===== config.mk =====
export PLATFORM = sky130hd
export DESIGN_NAME = breaker_position_topology_strategy
export DESIGN_NICKNAME = d
export VERILOG_FILES = /design/src/design/bpts_pkg.sv /design/src/design/breaker_position_topology_strategy.sv /design/src/design/bpts_debounce.sv /design/src/design/bpts_strategy.sv
export SDC_FILE = /design/constraint.sdc
export NUM_CORES = 1
export LEC_CHECK = 0
export ABC_AREA = 1
export BUFFER_PORTS_ARGS = -buffer_cell sky130_fd_sc_hd__buf_2
export CORE_UTILIZATION = 45
export DETAILED_ROUTE_END_ITERATION = 10
export GPL_TIMING_DRIVEN = 0
export PLACE_DENSITY = 0.77
export SETUP_SLACK_MARGIN = 0.5
export SLEW_MARGIN = 20
export SYNTH_ARGS = -nofsm -noshare
export SYNTH_HDL_FRONTEND = slang
export SYNTH_SLANG_ARGS = --single-unit

===== constraint.sdc =====
create_clock -name clk -period 5.65 [get_ports clk]
set_input_delay 1.13 -clock clk [delete_from_list [all_inputs] [get_ports clk]]
set_output_delay 1.13 -clock clk [all_outputs]
set_load 0.02 [all_outputs]

===== src/design/bpts_pkg.sv =====
`default_nettype none

package bpts_pkg;

  localparam int unsigned NUM_SW = 4;

  localparam logic [1:0] POS_OPEN   = 2'd0;
  localparam logic [1:0] POS_CLOSED = 2'd1;
  localparam logic [1:0] POS_FAULT  = 2'd2;

  localparam logic [2:0] TOPO_SPLIT1 = 3'd0;
  localparam logic [2:0] TOPO_SPLIT2 = 3'd1;
  localparam logic [2:0] TOPO_PAR    = 3'd2;
  localparam logic [2:0] TOPO_MAINT  = 3'd3;
  localparam logic [2:0] TOPO_ERR    = 3'd4;

  localparam logic [1:0] FK_OTHER   = 2'd0;
  localparam logic [1:0] FK_FEEDER1 = 2'd1;
  localparam logic [1:0] FK_FEEDER2 = 2'd2;
  localparam logic [1:0] FK_BUS     = 2'd3;

  localparam logic [1:0] BRK_LOCKOUT = 2'd0;
  localparam logic [1:0] BRK_TRIP1   = 2'd1;
  localparam logic [1:0] BRK_TRIP3   = 2'd2;

  localparam logic [1:0] MK_NONE    = 2'd0;
  localparam logic [1:0] MK_CLOSE1  = 2'd1;
  localparam logic [1:0] MK_CLOSE24 = 2'd2;
  localparam logic [1:0] MK_CLOSE3  = 2'd3;

  typedef logic [NUM_SW-1:0][1:0] pos_vec_t;

  typedef struct packed {
    logic [3:0] contact_on_bits;
    logic [3:0] contact_off_bits;
    logic       bus1_live;
    logic       bus2_live;
    logic [1:0] fault_kind;
  } in_word_t;

  typedef struct packed {
    logic [2:0] topology_code;
    logic [1:0] break_step;
    logic [1:0] make_step;
    logic       sync_needed;
  } strat_t;

  typedef struct packed {
    logic [1:0] pos_sw1;
    logic [1:0] pos_sw2;
    logic [1:0] pos_sw3;
    logic [1:0] pos_sw4;
    logic [2:0] topology_code;
    logic [1:0] break_step;
    logic [1:0] make_step;
    logic       sync_needed;
  } out_word_t;

endpackage

`default_nettype wire


===== src/design/breaker_position_topology_strategy.sv =====
// An accepted sample word passes through the input register, then the result
// register, one word per cycle sustained while result_ready stays high.
// The debounce history is updated once per word, as it enters the result register.
// Reset (rst, synchronous): both stages empty, history set to fault, debounced
// positions set to open.
`default_nettype none

module breaker_position_topology_strategy (
  input  wire                  clk,
  input  wire                  rst,
  input  wire                  sample_valid,
  output logic                 sample_ready,
  input  bpts_pkg::in_word_t   sample,
  output logic                 result_valid,
  input  wire                  result_ready,
  output bpts_pkg::out_word_t  result
);
  import bpts_pkg::*;

  // Input stage
  logic     stage_valid;
  in_word_t stage;
  logic     advance;

  // Decode pass outputs
  pos_vec_t pos_next;
  strat_t   strat;

  // Move the staged word into the result register whenever the result slot
  // is free or being drained this cycle.
  assign advance      = stage_valid && (!result_valid || result_ready);
  assign sample_ready = !stage_valid || advance;

  always_ff @(posedge clk) begin
    if (rst) begin
      stage_valid <= 1'b0;
    end else if (sample_ready) begin
      stage_valid <= sample_valid;
    end
  end

  always_ff @(posedge clk) begin
    if (sample_ready && sample_valid) begin
      stage <= sample;
    end
  end

  // Debounce history advances exactly once per word, in arrival order.
  bpts_debounce u_debounce (
    .clk              (clk),
    .rst              (rst),
    .update           (advance),
    .contact_on_bits  (stage.contact_on_bits),
    .contact_off_bits (stage.contact_off_bits),
    .pos_next         (pos_next)
  );

  bpts_strategy u_strategy (
    .both_live  (stage.bus1_live && stage.bus2_live),
    .fault_kind (stage.fault_kind),
    .pos        (pos_next),
    .strat      (strat)
  );

  // Result register: hold while stalled, drop valid once taken.
  always_ff @(posedge clk) begin
    if (rst) begin
      result_valid <= 1'b0;
    end else if (advance) begin
      result_valid <= 1'b1;
    end else if (result_ready) begin
      result_valid <= 1'b0;
    end
  end

  always_ff @(posedge clk) begin
    if (advance) begin
      result.pos_sw1       <= pos_next[0];
      result.pos_sw2       <= pos_next[1];
      result.pos_sw3       <= pos_next[2];
      result.pos_sw4       <= pos_next[3];
      result.topology_code <= strat.topology_code;
      result.break_step    <= strat.break_step;
      result.make_step     <= strat.make_step;
      result.sync_needed   <= strat.sync_needed;
    end
  end

  // A staged word that cannot advance must still be there next cycle.
  a_stage_kept: assert property (@(posedge clk) disable iff (rst)
    stage_valid && !advance |=> stage_valid)
    else $error("staged word lost while stalled");

  // A sync request always goes with a make action.
  a_sync_make: assert property (@(posedge clk) disable iff (rst)
    result_valid |-> (result.sync_needed == (result.make_step != MK_NONE)))
    else $error("sync flag and make action disagree");

  // Only parallel and split topologies carry a trip.
  a_lockout: assert property (@(posedge clk) disable iff (rst)
    result_valid && (result.topology_code == TOPO_MAINT ||
                     result.topology_code == TOPO_ERR)
    |-> (result.break_step == BRK_LOCKOUT))
    else $error("trip issued outside a live topology");

  // A faulted switch forces the error topology.
  a_fault_err: assert property (@(posedge clk) disable iff (rst)
    result_valid && (result.pos_sw1 == POS_FAULT || result.pos_sw2 == POS_FAULT ||
                     result.pos_sw3 == POS_FAULT || result.pos_sw4 == POS_FAULT)
    |-> (result.topology_code == TOPO_ERR))
    else $error("faulted switch without error topology");

endmodule

`default_nettype wire


===== src/design/bpts_debounce.sv =====
`default_nettype none

module bpts_debounce (
  input  wire                   clk,
  input  wire                   rst,
  input  wire                   update,
  input  wire  [3:0]            contact_on_bits,
  input  wire  [3:0]            contact_off_bits,
  output bpts_pkg::pos_vec_t    pos_next
);
  import bpts_pkg::*;

  pos_vec_t prev_raw;
  pos_vec_t debounced;
  pos_vec_t raw;

  // Decode each contact pair, take the raw value once it repeats.
  always_comb begin
    for (int i = 0; i < NUM_SW; i++) begin
      if (contact_on_bits[i] && !contact_off_bits[i]) begin
        raw[i] = POS_CLOSED;
      end else if (!contact_on_bits[i] && contact_off_bits[i]) begin
        raw[i] = POS_OPEN;
      end else begin
        raw[i] = POS_FAULT;
      end
      pos_next[i] = (raw[i] == prev_raw[i]) ? raw[i] : debounced[i];
    end
  end

  always_ff @(posedge clk) begin
    if (rst) begin
      for (int i = 0; i < NUM_SW; i++) begin
        prev_raw[i]  <= POS_FAULT;
        debounced[i] <= POS_OPEN;
      end
    end else if (update) begin
      prev_raw  <= raw;
      debounced <= pos_next;
    end
  end

endmodule

`default_nettype wire


===== src/design/bpts_strategy.sv =====
`default_nettype none

module bpts_strategy (
  input  wire                   both_live,
  input  wire  [1:0]            fault_kind,
  input  bpts_pkg::pos_vec_t    pos,
  output bpts_pkg::strat_t      strat
);
  import bpts_pkg::*;

  logic any_fault;

  always_comb begin
    any_fault = 1'b0;
    for (int i = 0; i < NUM_SW; i++) begin
      any_fault = any_fault | (pos[i] == POS_FAULT);
    end

    // pos[0] is switch 1
    if (any_fault || (pos[1] != pos[3])) begin
      strat.topology_code = TOPO_ERR;
    end else if (pos == {POS_CLOSED, POS_OPEN, POS_CLOSED, POS_CLOSED}) begin
      strat.topology_code = both_live ? TOPO_SPLIT1 : TOPO_ERR;
    end else if (pos == {POS_CLOSED, POS_CLOSED, POS_CLOSED, POS_OPEN}) begin
      strat.topology_code = both_live ? TOPO_SPLIT2 : TOPO_ERR;
    end else if (pos == {POS_OPEN, POS_CLOSED, POS_OPEN, POS_CLOSED}) begin
      strat.topology_code = both_live ? TOPO_PAR : TOPO_ERR;
    end else if (pos == {POS_OPEN, POS_OPEN, POS_OPEN, POS_OPEN}) begin
      strat.topology_code = TOPO_MAINT;
    end else begin
      strat.topology_code = TOPO_ERR;
    end

    strat.break_step  = BRK_LOCKOUT;
    strat.make_step   = MK_NONE;
    strat.sync_needed = 1'b0;
    case (strat.topology_code)
      TOPO_PAR: begin
        if (fault_kind == FK_FEEDER1) begin
          strat.break_step  = BRK_TRIP1;
          strat.make_step   = MK_CLOSE24;
          strat.sync_needed = 1'b1;
        end else if (fault_kind == FK_FEEDER2) begin
          strat.break_step  = BRK_TRIP3;
          strat.make_step   = MK_CLOSE24;
          strat.sync_needed = 1'b1;
        end
      end
      TOPO_SPLIT1: begin
        if (fault_kind == FK_FEEDER1) begin
          strat.break_step  = BRK_TRIP1;
          strat.make_step   = MK_CLOSE3;
          strat.sync_needed = 1'b1;
        end
      end
      TOPO_SPLIT2: begin
        if (fault_kind == FK_FEEDER2) begin
          strat.break_step  = BRK_TRIP3;
          strat.make_step   = MK_CLOSE1;
          strat.sync_needed = 1'b1;
        end
      end
      default: begin
        // bus, other and unmatched faults lock out all
      end
    endcase
  end

endmodule

`default_nettype wire


==> summary.md <==
| Metric | Value |
|---|---|
| Area grow syn2layout | 15.8% |
| Commonest non-fill, non-tap cell in the layout | nand2_1 |
| Setup Buffers After CTS | 0 |
| Worst-Margin Slew | 0.751 ns |
| Worst EP required | 4.52 ns |
| IO Port Bufs | 32 |
| Routed WL per cell | 10.1 um |
| Synth unique cells | 23 |
| CTS Sinks | 46 |
| Headroom to the max-slew limit | 49.9% |
| Syn Area/Cell | 8.93 sq um |
| DRT iter0 DRCs | 72 |
| DR DRC count | 0 |
| Mapped Area | 2260 sq um |
| DP HPWL | 2740 um |
| CTS Hold Buffers Added | 0 |
| Max clock buf depth | 2 |
| Post-layout min period | 2.69 ns |
| FF+latch count, synth | 46 |
| DP Area | 2500 sq um |
| Vias per inst | 4.58 |
| Layout cells sized above 1 | 27.3% |
| Clock slew at reported path FFs | 0.09 ns |
| FMAX | 0.371 GHz |
| Mapped Cells | 253 |
| Part of the cycle the worst path needs | 47.7% |
| R2R setup slack | 3.57 ns |
| Worst-path fanout max | 3 |
| Syn nets | 275 |
| Antenna Cells | 0 |
| Setup TNS | 0 ns |
| Number of core rows | 25 |
| Kind of critical path | input pin to output pin |
| Core area | 4790 sq um |
| Fin Clk Skew | 0.00647 ns |
| Register area share after synthesis | 53.2% |
| CP Capture Type | output pin |
| Die height | 72.8 um |
| Hold_ws | 0.502 ns |
| Pwr Density | 297 nW/um^2 |
| Remaining Overflow, GRT | 0 |
| Status | complete, no violations |
| Num ports | 34 |
| CTS tree | built |
| Register Area | 1200 sq um |
| Layout Nets | 314 |
| Max cap viols | 0 |
| VDD IR max | 0.177 mV |
| First-pass DRT Iterations | 4 |
| CTS Buf Count | 5 |
| Vias in the first global route | 1433 |
| CTS H-tree depth | 2 |
| First-pass GRT wire length | 6150 um |
| Clock Latency Late Sink | 0.30 ns |
| Area of the multi-input gates | 870 sq um |
| Met3 Use GR | 4.28% |
| Final Hold Fails | 0 |
| Antenna-violating nets left | 0 |
| Largest net degree at the start of global routing | 23 |
| Die area | 5310 sq um |
| CTS-repair resized insts | 0 |
| Clk Tree Root Cell | clkbuf_8 |
| GRT busiest layer | met2 |
| Most frequent cells in the layout | nand2_1 (65), inv_1 (39), buf_2 (32) |
| Fillcell total | 428 |
| Initial Utilization | 47.2% |
| Die W | 72.8 um |
| Final Setup Violations | 0 |
| Initial antenna violation count | 0 |
| Synthesis Warnings | 0 |
| Finished Cell Area | 2620 sq um |
| Unrepaired setup endpoints after global routing | false |
| Crit start category | input pin |
| Via count | 1648 |
| GR Util met1 | 18.9% |
| Global-route usage over all layers | 15.4% |
| HP Class | register to register |
| CP arrival | 1.56 ns |
| WL final | 3630 um |
| Slew Viols, Final | 0 |
| Total power | 0.777 mW |
| Met2 usage | 25.3% |
| Static Leak | 1.28 nW |
| GPL Wtd Cong | 0.865 |
final timing paths:
check / from / endpoint / cells after the start
max: result_ready / sample_ready / 4
min: u_debounce.prev_raw[0] / u_debounce.prev_raw[0] / 2
max reg2reg: stage[11] / result[0] / 13
min reg2reg: u_debounce.prev_raw[0] / u_debounce.prev_raw[0] / 2
cells in the mapped netlist (all sizes together):
| cell type | n | share of area, % |
|---|---|---|
| nand2 | 89 | 19 |
| nor2 | 11 | 2.4 |
| nand3 | 15 | 3.8 |
| nor3 | 2 | 0.66 |
| nand4 | 1 | 0.55 |
| o211ai | 7 | 2.3 |
| or2 | 1 | 0.28 |
| o21a | 1 | 0.33 |
| o21ai | 9 | 2.0 |
| edfxtp | 28 | 37 |
| ha | 6 | 3.3 |
| inv | 46 | 7.6 |
| a21oi | 15 | 4.3 |
| dfxtp | 18 | 16 |
| clkbuf | 4 | 0.66 |
where the power goes:
part	switching (mW)	leakage (nW)	internal, mW	total (mW)
clock network	0.116	0.0585	0.133	0.249
logic	0.0933	0.807	0.0451	0.138
registers	0.00926	0.414	0.380	0.389
routing by layer:
layer / vias up / part of all wire, % / wire length (um)
met1: 721 / 47 / 1700
li1: 886 / - / -
met2: 36 / 48 / 1730
met5: - / 0 / 0
met4: 0 / 1.6 / 59
met3: 5 / 3.9 / 142
logic make-up after synthesis:
logic type | count (synthesis) | share of synthesized area (%)
compound gates | 32 | 8.97
buf+inv | 50 | 8.31
fa+ha+maj | 6 | 3.32
simple gates | 119 | 26.2
flops | 46 | 53.2
state kept, by name, summed over array words and instances, names as in the netlist:
signal                cells
stage                    12
u_debounce.debounced      8
result                   16
u_debounce.prev_raw       8
result_valid              1
stage_valid               1
stage by stage:
stage               util [%]  std cells  setup WS, ns
floorplan                  -        253          3.14
global placement        52.3        352          2.97
detailed placement      52.3        352          2.95
CTS                     54.6        360          2.95
global route            54.6        360          2.91
finish                  54.6        360          2.96
layout make-up:
type	instances	area share, %
Buffer	4	0.574
Clock buffer	5	2.63
Clock inverter	3	1.67
Inverter	46	6.60
Multi-Input combinational cell	157	33.3
Sequential cell	46	45.9
Tap cell	67	3.21
Timing Repair Buffer	32	6.12
worst max-delay path, stage by stage:
cell and delay [ns]:
buf_2 0.09, inv_1 0.06, nand3_1 0.10, buf_2 0.18
(Power assumes the default switching activity.)
